==> src/rtl/core/cba_pkg.sv <==
// Package for the checked byte accumulator ALU.
// Holds the action, error, compare and state codes and the fixed field widths.
// No dependencies; every other file of the block but cba_if imports it.
package cba_pkg;

    localparam int ACC_W   = 8;
    localparam int SLOT_W  = 4;
    localparam int MAG_W   = 8;
    localparam int PROD_W  = 16;
    localparam int STEPS   = 8;
    localparam int CNT_W   = 4;

    localparam int ACC_MAX      = 127;
    localparam int ACC_MIN      = -127;
    localparam int PRINT_LO     = 32;
    localparam int PRINT_HI     = 126;
    localparam int NEWLINE      = 10;
    localparam int SLOT_RESET   = -128;
    localparam logic [7:0] ASCII_ZERO = 8'h30;

    typedef enum logic [2:0] {
        ACT_ADD      = 3'd0,
        ACT_MUL      = 3'd1,
        ACT_DIV      = 3'd2,
        ACT_REM      = 3'd3,
        ACT_SET      = 3'd4,
        ACT_LOAD     = 3'd5,
        ACT_STORE    = 3'd6,
        ACT_CMP_EMIT = 3'd7
    } t_action;

    typedef enum logic [1:0] {
        ERR_NONE        = 2'd0,
        ERR_RANGE       = 2'd1,
        ERR_DIVZERO     = 2'd2,
        ERR_UNPRINTABLE = 2'd3
    } t_err;

    typedef enum logic [1:0] {
        CMP_LESS    = 2'd0,
        CMP_EQUAL   = 2'd1,
        CMP_GREATER = 2'd2
    } t_cmp;

    typedef enum logic [1:0] {
        S_IDLE,
        S_RUN,
        S_HOLD
    } t_state;

    // Result of the shared shift-and-add / shift-and-subtract unit.
    typedef struct packed {
        logic              busy;
        logic [PROD_W-1:0] prod;
        logic [MAG_W-1:0]  quot;
        logic [MAG_W-1:0]  rem;
    } t_md_status;

endpackage

==> src/rtl/core/cba_if.sv <==
// Valid/ready channel interfaces for the checked byte accumulator ALU.
// One interface for the action channel and one for the result channel.
// Depends on nothing; the field widths follow the block's fixed formats.
interface cba_in_if;
    logic              valid;
    logic              ready;
    logic [2:0]        action;
    logic signed [7:0] operand;
    logic [3:0]        slot;
    logic              emit_not_compare;

    modport source (output valid, action, operand, slot, emit_not_compare, input ready);
    modport sink (input valid, action, operand, slot, emit_not_compare, output ready);
endinterface

interface cba_out_if;
    logic              valid;
    logic              ready;
    logic signed [7:0] acc_value;
    logic [1:0]        compare_code;
    logic [7:0]        char_out;
    logic              char_valid;
    logic [1:0]        error_code;

    modport source (output valid, acc_value, compare_code, char_out, char_valid, error_code,
                    input ready);
    modport sink (input valid, acc_value, compare_code, char_out, char_valid, error_code,
                  output ready);
endinterface

==> src/rtl/core/cba_serial_md.sv <==
// Bit-serial multiply and divide unit on 8-bit magnitudes.
// One multiplier bit or one quotient bit is handled per cycle.
// Depends on cba_pkg.
module cba_serial_md import cba_pkg::*; (
    input  logic             i_clk,
    input  logic             i_rst_n,
    input  logic             i_start,
    input  logic             i_div,
    input  logic [MAG_W-1:0] i_a,
    input  logic [MAG_W-1:0] i_b,
    output t_md_status       o_status
);

    logic [CNT_W-1:0]  r_cnt;
    logic [CNT_W-1:0]  n_cnt;
    logic              r_div;
    logic [PROD_W-1:0] r_prod;
    logic [PROD_W-1:0] r_mcand;
    logic [MAG_W-1:0]  r_mplier;
    logic [MAG_W-1:0]  r_quot;
    logic [MAG_W-1:0]  r_rem;
    logic [MAG_W-1:0]  r_dvsr;
    logic [MAG_W:0]    rem_sh;
    logic              fits;

    assign rem_sh = {r_rem, r_quot[MAG_W-1]};
    assign fits   = rem_sh >= {1'b0, r_dvsr};

    always_comb begin
        n_cnt = r_cnt;
        if (i_start) begin
            n_cnt = CNT_W'(STEPS);
        end else if (r_cnt != '0) begin
            n_cnt = r_cnt - 1'b1;
        end
    end

    always_ff @(posedge i_clk) begin
        if (!i_rst_n) begin
            r_cnt <= '0;
        end else begin
            r_cnt <= n_cnt;
        end
    end

    always_ff @(posedge i_clk) begin
        if (i_start) begin
            r_div    <= i_div;
            r_prod   <= '0;
            r_mcand  <= {{(PROD_W-MAG_W){1'b0}}, i_a};
            r_mplier <= i_b;
            r_quot   <= i_a;
            r_rem    <= '0;
            r_dvsr   <= i_b;
        end else if (r_cnt != '0) begin
            if (r_div) begin
                r_quot <= {r_quot[MAG_W-2:0], fits};
                if (fits) begin
                    r_rem <= MAG_W'(rem_sh - {1'b0, r_dvsr});
                end else begin
                    r_rem <= rem_sh[MAG_W-1:0];
                end
            end else begin
                if (r_mplier[0]) begin
                    r_prod <= r_prod + r_mcand;
                end
                r_mcand  <= {r_mcand[PROD_W-2:0], 1'b0};
                r_mplier <= {1'b0, r_mplier[MAG_W-1:1]};
            end
        end
    end

    assign o_status.busy = r_cnt != '0;
    assign o_status.prod = r_prod;
    assign o_status.quot = r_quot;
    assign o_status.rem  = r_rem;

endmodule

==> src/rtl/core/cba_slot_store.sv <==
// Variable slot store of the checked byte accumulator ALU.
// Slots reset to -128; one write port and one registered read port.
// Depends on cba_pkg.
module cba_slot_store import cba_pkg::*; #(
    parameter int NUM_SLOTS = 10
) (
    input  logic                    i_clk,
    input  logic                    i_rst_n,
    input  logic                    i_wr_en,
    input  logic [SLOT_W-1:0]       i_wr_idx,
    input  logic signed [ACC_W-1:0] i_wr_data,
    input  logic                    i_rd_en,
    input  logic [SLOT_W-1:0]       i_rd_idx,
    output logic signed [ACC_W-1:0] o_rd_data
);

    localparam int IDX_W = (NUM_SLOTS > 1) ? $clog2(NUM_SLOTS) : 1;

    logic signed [ACC_W-1:0] r_mem [NUM_SLOTS];
    logic signed [ACC_W-1:0] r_rd_data;

    always_ff @(posedge i_clk) begin
        if (!i_rst_n) begin
            for (int k = 0; k < NUM_SLOTS; k++) begin
                r_mem[k] <= ACC_W'(SLOT_RESET);
            end
        end else if (i_wr_en && ({1'b0, i_wr_idx} < (SLOT_W+1)'(NUM_SLOTS))) begin
            r_mem[i_wr_idx[IDX_W-1:0]] <= i_wr_data;
        end
    end

    always_ff @(posedge i_clk) begin
        if (i_rd_en && ({1'b0, i_rd_idx} < (SLOT_W+1)'(NUM_SLOTS))) begin
            r_rd_data <= r_mem[i_rd_idx[IDX_W-1:0]];
        end
    end

    assign o_rd_data = r_rd_data;

endmodule

==> src/rtl/core/checked_byte_accumulator_alu.sv <==
// Checked byte accumulator ALU: top level of an accumulator machine for an interpreter.
// Instantiates cba_serial_md and cba_slot_store; depends on cba_pkg and cba_if.
//
// Usage:
// Actions enter on i_in (valid/ready); one result per action leaves on o_out.
// A transfer on i_in happens when valid and ready are both high, likewise on o_out.
// The block works on one action at a time. Multiply, divide and remainder pass
// through the bit-serial unit, one bit per cycle, before the result register is
// written; all other actions go to the result register without it. The block
// takes the next action only in the idle state it returns to after each result,
// so it cannot take a new action before it is through with the last one.
// The result register parts the two sides: a new action is taken while a result
// still waits. If the receiver stalls, the following result is held internally
// and i_in.ready stays low until the result register frees up.
// Accumulator and slot updates take effect when the result is written.
// Synchronous reset clears the accumulator to 0, sets every slot to -128 and
// drops o_out.valid.
module checked_byte_accumulator_alu import cba_pkg::*; #(
    parameter int NUM_SLOTS = 10
) (
    input  logic      i_clk,
    input  logic      i_rst_n,
    cba_in_if.sink    i_in,
    cba_out_if.source o_out
);

    t_state                  r_state;
    t_state                  n_state;
    logic [2:0]              r_action;
    logic signed [ACC_W-1:0] r_operand;
    logic [SLOT_W-1:0]       r_slot;
    logic                    r_emit;
    logic signed [ACC_W-1:0] r_acc;

    logic                    r_out_valid;
    logic signed [ACC_W-1:0] r_out_acc;
    logic [1:0]              r_out_cmp;
    logic [7:0]              r_out_char;
    logic                    r_out_char_valid;
    logic [1:0]              r_out_err;

    logic                    accept;
    logic                    can_load;
    logic                    finish;
    logic                    commit;
    logic                    md_start;
    logic [MAG_W-1:0]        acc_mag;
    logic [MAG_W-1:0]        opnd_mag;
    t_md_status              md;
    logic signed [ACC_W-1:0] slot_data;
    logic                    slot_ok;
    logic                    neg;

    logic signed [ACC_W:0]   sum;
    logic signed [ACC_W:0]   quot_s;
    logic signed [ACC_W-1:0] res_acc;
    t_cmp                    res_cmp;
    logic [7:0]              res_char;
    logic                    res_char_valid;
    t_err                    res_err;
    logic                    store_en;

    assign accept   = i_in.valid && i_in.ready;
    assign can_load = !r_out_valid || o_out.ready;
    assign finish   = ((r_state == S_RUN) && !md.busy) || (r_state == S_HOLD);
    assign commit   = finish && can_load;
    assign md_start = accept && ((i_in.action == ACT_MUL) || (i_in.action == ACT_DIV)
                                 || (i_in.action == ACT_REM));

    always_ff @(posedge i_clk) begin
        if (!i_rst_n) begin
            r_state <= S_IDLE;
        end else begin
            r_state <= n_state;
        end
    end

    always_comb begin
        n_state     = r_state;
        i_in.ready  = 1'b0;
        unique case (r_state)
            S_IDLE: begin
                i_in.ready = i_rst_n;
                if (i_in.valid) begin
                    n_state = S_RUN;
                end
            end
            S_RUN: begin
                if (!md.busy) begin
                    n_state = can_load ? S_IDLE : S_HOLD;
                end
            end
            S_HOLD: begin
                if (can_load) begin
                    n_state = S_IDLE;
                end
            end
            default: n_state = S_IDLE;
        endcase
    end

    always_ff @(posedge i_clk) begin
        if (accept) begin
            r_action  <= i_in.action;
            r_operand <= i_in.operand;
            r_slot    <= i_in.slot;
            r_emit    <= i_in.emit_not_compare;
        end
    end

    assign acc_mag  = r_acc[ACC_W-1] ? MAG_W'(-r_acc) : MAG_W'(r_acc);
    assign opnd_mag = i_in.operand[ACC_W-1] ? MAG_W'(-i_in.operand) : MAG_W'(i_in.operand);

    cba_serial_md u_md (
        .i_clk    (i_clk),
        .i_rst_n  (i_rst_n),
        .i_start  (md_start),
        .i_div    (i_in.action != ACT_MUL),
        .i_a      (acc_mag),
        .i_b      (opnd_mag),
        .o_status (md)
    );

    cba_slot_store #(.NUM_SLOTS(NUM_SLOTS)) u_slots (
        .i_clk     (i_clk),
        .i_rst_n   (i_rst_n),
        .i_wr_en   (store_en),
        .i_wr_idx  (r_slot),
        .i_wr_data (r_acc),
        .i_rd_en   (accept),
        .i_rd_idx  (i_in.slot),
        .o_rd_data (slot_data)
    );

    assign slot_ok  = {1'b0, r_slot} < (SLOT_W+1)'(NUM_SLOTS);
    assign neg      = r_acc[ACC_W-1] ^ r_operand[ACC_W-1];
    assign sum      = {r_acc[ACC_W-1], r_acc} + {r_operand[ACC_W-1], r_operand};
    assign store_en = commit && (r_action == ACT_STORE) && slot_ok;

    always_comb begin
        quot_s = neg ? -$signed({1'b0, md.quot}) : $signed({1'b0, md.quot});
        if (neg && (md.rem != '0)) begin
            quot_s = quot_s - 1'b1;
        end
    end

    always_comb begin
        res_acc        = r_acc;
        res_cmp        = CMP_LESS;
        res_char       = '0;
        res_char_valid = 1'b0;
        res_err        = ERR_NONE;
        unique case (t_action'(r_action))
            ACT_ADD: begin
                if ((sum >= ACC_MIN) && (sum <= ACC_MAX)) begin
                    res_acc = sum[ACC_W-1:0];
                end else begin
                    res_err = ERR_RANGE;
                end
            end
            ACT_MUL: begin
                if (md.prod <= PROD_W'(ACC_MAX)) begin
                    res_acc = neg ? -$signed(md.prod[ACC_W-1:0]) : $signed(md.prod[ACC_W-1:0]);
                end else begin
                    res_err = ERR_RANGE;
                end
            end
            ACT_DIV: begin
                if (r_operand == '0) begin
                    res_err = ERR_DIVZERO;
                end else if (quot_s > ACC_MAX) begin
                    res_err = ERR_RANGE;
                end else begin
                    res_acc = quot_s[ACC_W-1:0];
                end
            end
            ACT_REM: begin
                if (r_operand == '0) begin
                    res_err = ERR_DIVZERO;
                end else begin
                    res_acc = r_acc[ACC_W-1] ? -$signed(md.rem) : $signed(md.rem);
                end
            end
            ACT_SET: begin
                res_acc = r_operand;
            end
            ACT_LOAD: begin
                if (slot_ok) begin
                    res_acc = slot_data;
                end else begin
                    res_err = ERR_RANGE;
                end
            end
            ACT_STORE: begin
                if (!slot_ok) begin
                    res_err = ERR_RANGE;
                end
            end
            ACT_CMP_EMIT: begin
                if (r_emit) begin
                    if ((r_acc >= 0) && (r_acc < NEWLINE)) begin
                        res_char       = ASCII_ZERO + 8'(r_acc);
                        res_char_valid = 1'b1;
                    end else if ((r_acc == NEWLINE)
                                 || ((r_acc >= PRINT_LO) && (r_acc <= PRINT_HI))) begin
                        res_char       = 8'(r_acc);
                        res_char_valid = 1'b1;
                    end else begin
                        res_err = ERR_UNPRINTABLE;
                    end
                end else if (slot_ok) begin
                    if (r_acc < slot_data) begin
                        res_cmp = CMP_LESS;
                    end else if (r_acc == slot_data) begin
                        res_cmp = CMP_EQUAL;
                    end else begin
                        res_cmp = CMP_GREATER;
                    end
                end else begin
                    res_err = ERR_RANGE;
                end
            end
            default: res_err = ERR_NONE;
        endcase
    end

    always_ff @(posedge i_clk) begin
        if (!i_rst_n) begin
            r_acc <= '0;
        end else if (commit) begin
            r_acc <= res_acc;
        end
    end

    always_ff @(posedge i_clk) begin
        if (!i_rst_n) begin
            r_out_valid <= 1'b0;
        end else if (commit) begin
            r_out_valid <= 1'b1;
        end else if (o_out.ready) begin
            r_out_valid <= 1'b0;
        end
    end

    always_ff @(posedge i_clk) begin
        if (commit) begin
            r_out_acc        <= res_acc;
            r_out_cmp        <= res_cmp;
            r_out_char       <= res_char;
            r_out_char_valid <= res_char_valid;
            r_out_err        <= res_err;
        end
    end

    assign o_out.valid        = r_out_valid;
    assign o_out.acc_value    = r_out_acc;
    assign o_out.compare_code = r_out_cmp;
    assign o_out.char_out     = r_out_char;
    assign o_out.char_valid   = r_out_char_valid;
    assign o_out.error_code   = r_out_err;

endmodule

==> src/flat_wrapper.sv <==
// flat-port wrapper written by rule: the top's interface ports become plain ports
module checked_byte_accumulator_alu_flat import cba_pkg::*;
#(
    parameter int NUM_SLOTS = 10
)
  (i_clk, i_rst_n, i_in_valid, i_in_action, i_in_operand, i_in_slot, i_in_emit_not_compare, i_in_ready, o_out_valid, o_out_acc_value, o_out_compare_code, o_out_char_out, o_out_char_valid, o_out_error_code, o_out_ready);
  cba_in_if i_in_i ();
  cba_out_if o_out_i ();
  input  logic i_clk;
  input  logic i_rst_n;
  input wire logic [$bits(i_in_i.valid)-1:0] i_in_valid;
  input wire logic [$bits(i_in_i.action)-1:0] i_in_action;
  input wire logic [$bits(i_in_i.operand)-1:0] i_in_operand;
  input wire logic [$bits(i_in_i.slot)-1:0] i_in_slot;
  input wire logic [$bits(i_in_i.emit_not_compare)-1:0] i_in_emit_not_compare;
  output wire logic [$bits(i_in_i.ready)-1:0] i_in_ready;
  output wire logic [$bits(o_out_i.valid)-1:0] o_out_valid;
  output wire logic [$bits(o_out_i.acc_value)-1:0] o_out_acc_value;
  output wire logic [$bits(o_out_i.compare_code)-1:0] o_out_compare_code;
  output wire logic [$bits(o_out_i.char_out)-1:0] o_out_char_out;
  output wire logic [$bits(o_out_i.char_valid)-1:0] o_out_char_valid;
  output wire logic [$bits(o_out_i.error_code)-1:0] o_out_error_code;
  input wire logic [$bits(o_out_i.ready)-1:0] o_out_ready;
  assign i_in_i.valid = i_in_valid;
  assign i_in_i.action = i_in_action;
  assign i_in_i.operand = i_in_operand;
  assign i_in_i.slot = i_in_slot;
  assign i_in_i.emit_not_compare = i_in_emit_not_compare;
  assign i_in_ready = i_in_i.ready;
  assign o_out_valid = o_out_i.valid;
  assign o_out_acc_value = o_out_i.acc_value;
  assign o_out_compare_code = o_out_i.compare_code;
  assign o_out_char_out = o_out_i.char_out;
  assign o_out_char_valid = o_out_i.char_valid;
  assign o_out_error_code = o_out_i.error_code;
  assign o_out_i.ready = o_out_ready;
  checked_byte_accumulator_alu #(.NUM_SLOTS(NUM_SLOTS)) u_core (.i_clk(i_clk), .i_rst_n(i_rst_n), .i_in(i_in_i), .o_out(o_out_i));
endmodule
==> config.mk <==
export PLATFORM = sky130hd
export DESIGN_NAME = checked_byte_accumulator_alu_flat
export DESIGN_NICKNAME = d
export VERILOG_FILES = /design/src/rtl/core/cba_pkg.sv /design/src/rtl/core/cba_if.sv /design/src/rtl/core/cba_serial_md.sv /design/src/rtl/core/cba_slot_store.sv /design/src/rtl/core/checked_byte_accumulator_alu.sv /design/src/flat_wrapper.sv
export SDC_FILE = /design/constraint.sdc
export NUM_CORES = 1
export LEC_CHECK = 0
export BUFFER_PORTS_ARGS = -buffer_cell sky130_fd_sc_hd__buf_2
export CORE_MARGIN = 8
export CORE_UTILIZATION = 50
export CTS_BUF_LIST = sky130_fd_sc_hd__clkbuf_8
export DETAILED_ROUTE_END_ITERATION = 8
export PLACE_DENSITY = 0.66
export SYNTH_ARGS = -nofsm -noshare
export SYNTH_HDL_FRONTEND = slang
export SYNTH_SLANG_ARGS = --single-unit
==> constraint.sdc <==
create_clock -name i_clk -period 5.9 [get_ports i_clk]
set_input_delay 0.885 -clock i_clk [delete_from_list [all_inputs] [get_ports i_clk]]
set_output_delay 0.885 -clock i_clk [all_outputs]
set_load 0.01 [all_outputs]
==> reports/metrics.yaml <==
clock_latency_ns: 0.55
rr_worst_depth: 9
max-slew-margin-rel: 0.288
antenna_left: 0
busiest_layer: "met2"
grt_use_total: 0.202
p_leak_nw: 5.73
netlist_area_mm2: 0.0136
avgRoutedWirePerCell_um: 19.8
yosys.area.top_type_share: 0.453
io_pins: 43
fin_ws_ns: 1.94
syn_inst: 1236
maxSlewViolCount: 0
ctsLongestPathBuffers: 3
setup-tns-final_ns: 0
dpl.hpwl_um: 23600
async_reset_ff_frac: 0
synth-edff-count: 206
p_seq_frac: 0.400
io_buffer_count: 42
final-seq-area_mm2: 0.00713
critical_path.top_delay_family: "compound AO/OA/AOI/OAI gates"
grt_pass1_wl_um: 52600
path_depth: 9
synth_compound_area_frac: 0.130
cts_buffers: 42
met3_usage: 0.0389
grt_pass1_vias: 9451
synth_top_cell_by_area: "edfxtp_1"
clkPwrFrac: 0.254
cp_num_buf_inv: 1
cp_slowest_cell: "a2111oi_0"
antenna_found_initial: 0
fp.dieH_um: 181
cts_tree: "yes"
ys.flop_type: "edfxtp_1"
critPathLaunchType: "flop"
antennaDiodeCount: 0
sw_frac_of_total: 0.358
ys_types: 80
worst_slew_pin_slew_ns: 1.06
layout-drive-gt1-share: 0.128
intPower_mw: 4.01
layout_commonest_cell: "edfxtp_1"
grt_start_max_net_pins: 41
die-area_mm2: 0.0328
pre_cts_slack_ns: 2.01
synthTopCellsByArea: "edfxtp_1 45%, dfxtp_1 6.9%, mux4_2 6.6%, ha_1 4.5%, nand2_1 3.7%"
pwr-share-comb: 0.346
cts-resized-gates: 0
gr-usage-met2: 0.303
die_x_um: 181
yosys.area_share.simple: 0.149
ctsHoldBuffers: 0
cap_violations: 0
crit_fanout: 13
end_kind: "flop"
min_path_cells: 2
power.density_mw_per_mm2: 411
clkSlewWorstSetupHoldPaths_ns: 0.07
drtIter0Drc: 1010
cts.sinks: 253
fill_cells: 2343
gp_congestion: 0.930
worstHoldPathType: "reg -> reg"
ys_seq_area_frac: 0.522
overflow: 0
critPathRequiredTime_ns: 6.30
synth.area.mux_share: 0.0820
rows: 60
setup_viol_count_final: 0
initial_core_util: 0.508
num_vias: 9987
cp_cell_sequence: "inv_1, fa_1, xnor2_1, or3b_1, a2111oi_0, a211oi_1, or3_1, a21oi_1, a2bb2oi_1"
met1_usage: 0.293
skew_ns: 0.0188
synth-seq-cells: 253
syn2layout_area_growth_pct: 11.4
h-tree-depth: 2
avgSynthCellArea_um2: 11.0
cp.arrival_ns: 4.36
outcome: "finished clean"
synth_xor_area_frac: 0.0347
cts_setup_buffers: 0
firstDrtPassIters: 5
switchingPower_mw: 2.23
peakVddDrop_v: 0.000156
critPathKind: "reg -> reg"
totalWireLength_um: 33600
root_buffer: "clkbuf_8"
rsz0062_at_grt: "no"
viasPerCell: 5.88
synthAdderAreaFrac: 0.0493
drc: 0
hold_viol: 0
yosys_warnings: 0
multi_input_area_mm2: 0.00626
max_stage_delay_ns: 0.73
fmax_mhz: 252
core_mm2: 0.0269
finalCriticalPeriod_ns: 3.96
nets: 1397
min_period_over_period: 0.671
synth_top_family_by_area: "simple AND/OR/NAND/NOR gates"
mostFrequentLayoutCells: "206 x edfxtp_1, 135 x nand2_1, 133 x nor2_1"
synthesized netlist by cell type, drive strengths merged, types with 13 or more instances:
master and count:
a21boi 19, a21o 14, a21oi 71, clkbuf 49, dfxtp 47, edfxtp 206, ha 49, inv 53
mux2i 18, mux4 40, nand2 135, nand2b 13, nand3 22, nor2 133, nor2b 18, nor3 23
o211ai 15, o21a 15, o21ai 64, xnor2 35, xor2 19
routing by layer:
metal / vias to the layer above / part of all wire
met5: - / 0
met4: 0 / 0.024
met3: 64 / 0.077
met2: 363 / 0.43
met1: 4839 / 0.47
li1: 4721 / -
final timing paths:
check             slack, ns                    from                   endpoint
setup / recovery       1.94         u_core.r_acc[1]  u_core.o_out.acc_value[0]
hold / removal         0.48  u_core.u_md.r_prod[12]     u_core.u_md.r_prod[12]
setup reg to reg       1.94         u_core.r_acc[1]  u_core.o_out.acc_value[0]
hold reg to reg        0.48  u_core.u_md.r_prod[12]     u_core.u_md.r_prod[12]
final cells by class:
cell class	count	area share
Clock buffer	44	0.0398
Timing Repair Buffer	57	0.0212
Tap cell	341	0.0281
Clock inverter	33	0.0165
Sequential cell	253	0.469
Inverter	55	0.0136
Multi-Input combinational cell	916	0.412
worst register-to-register path, stage by stage (launching register included):
cell       delay, ns
dfxtp_1         0.61
inv_1           0.29
fa_1            0.50
xnor2_1         0.18
or3b_1          0.36
a2111oi_0       0.73
a211oi_1        0.36
or3_1           0.42
a21oi_1         0.20
a2bb2oi_1       0.17
power by group through the flow:
stage	clock, mW	combinational (mW)	sequential, mW
3_5_place_dp	0	2.13	2.53
2_1_floorplan	0	1.66	2.43
4_1_cts	1.62	2.14	2.49
5_1_grt	1.69	2.41	2.53
6_report	1.59	2.16	2.50
3_3_place_gp	0	2.11	2.52
state kept, by name, indices dropped and copies added, names as in the netlist:
signal and cells:
u_core.r_action 3, u_core.u_slots.r_mem 128, u_core.u_md.r_prod 16, u_core.r_state 2
u_core.r_acc 8, u_core.o_out.char_out 8, u_core.o_out.valid 1, u_core.o_out.error_code 2
u_core.r_emit 1, u_core.o_out.char_valid 1, u_core.u_slots.o_rd_data 8, u_core.u_md.r_mplier 8
u_core.u_md.r_quot 8, u_core.r_slot 4, u_core.o_out.acc_value 8, u_core.r_operand 8
u_core.u_md.r_mcand 16, u_core.u_md.r_dvsr 8, u_core.u_md.r_rem 8, u_core.u_md.r_cnt 4
u_core.u_md.r_div 1, u_core.o_out.compare_code 2
logic make-up after synthesis:
family                     Yosys count
DFF                                253
other                                1
muxes                               61
xor gates and xnor gates            54
and+or+nand+nor                    425
adders and majority gates           52
AOI/OAI and AO/OA                  275
buffers and inverters              115
stage by stage:
step / utilization / total power, mW / hold WS [ns] / cells / area, um^2
2_1_floorplan: - / 4.09 / 0.443 / 1284 / 13800
3_3_place_gp: 0.534 / 4.63 / 0.458 / 1622 / 14300
3_5_place_dp: 0.534 / 4.66 / 0.465 / 1622 / 14300
4_1_cts: 0.566 / 6.25 / 0.475 / 1699 / 15200
5_1_grt: 0.566 / 6.63 / 0.501 / 1699 / 15200
6_report: 0.566 / 6.24 / 0.479 / 1699 / 15200
No activity file was read; power rests on OpenSTA's default activity.
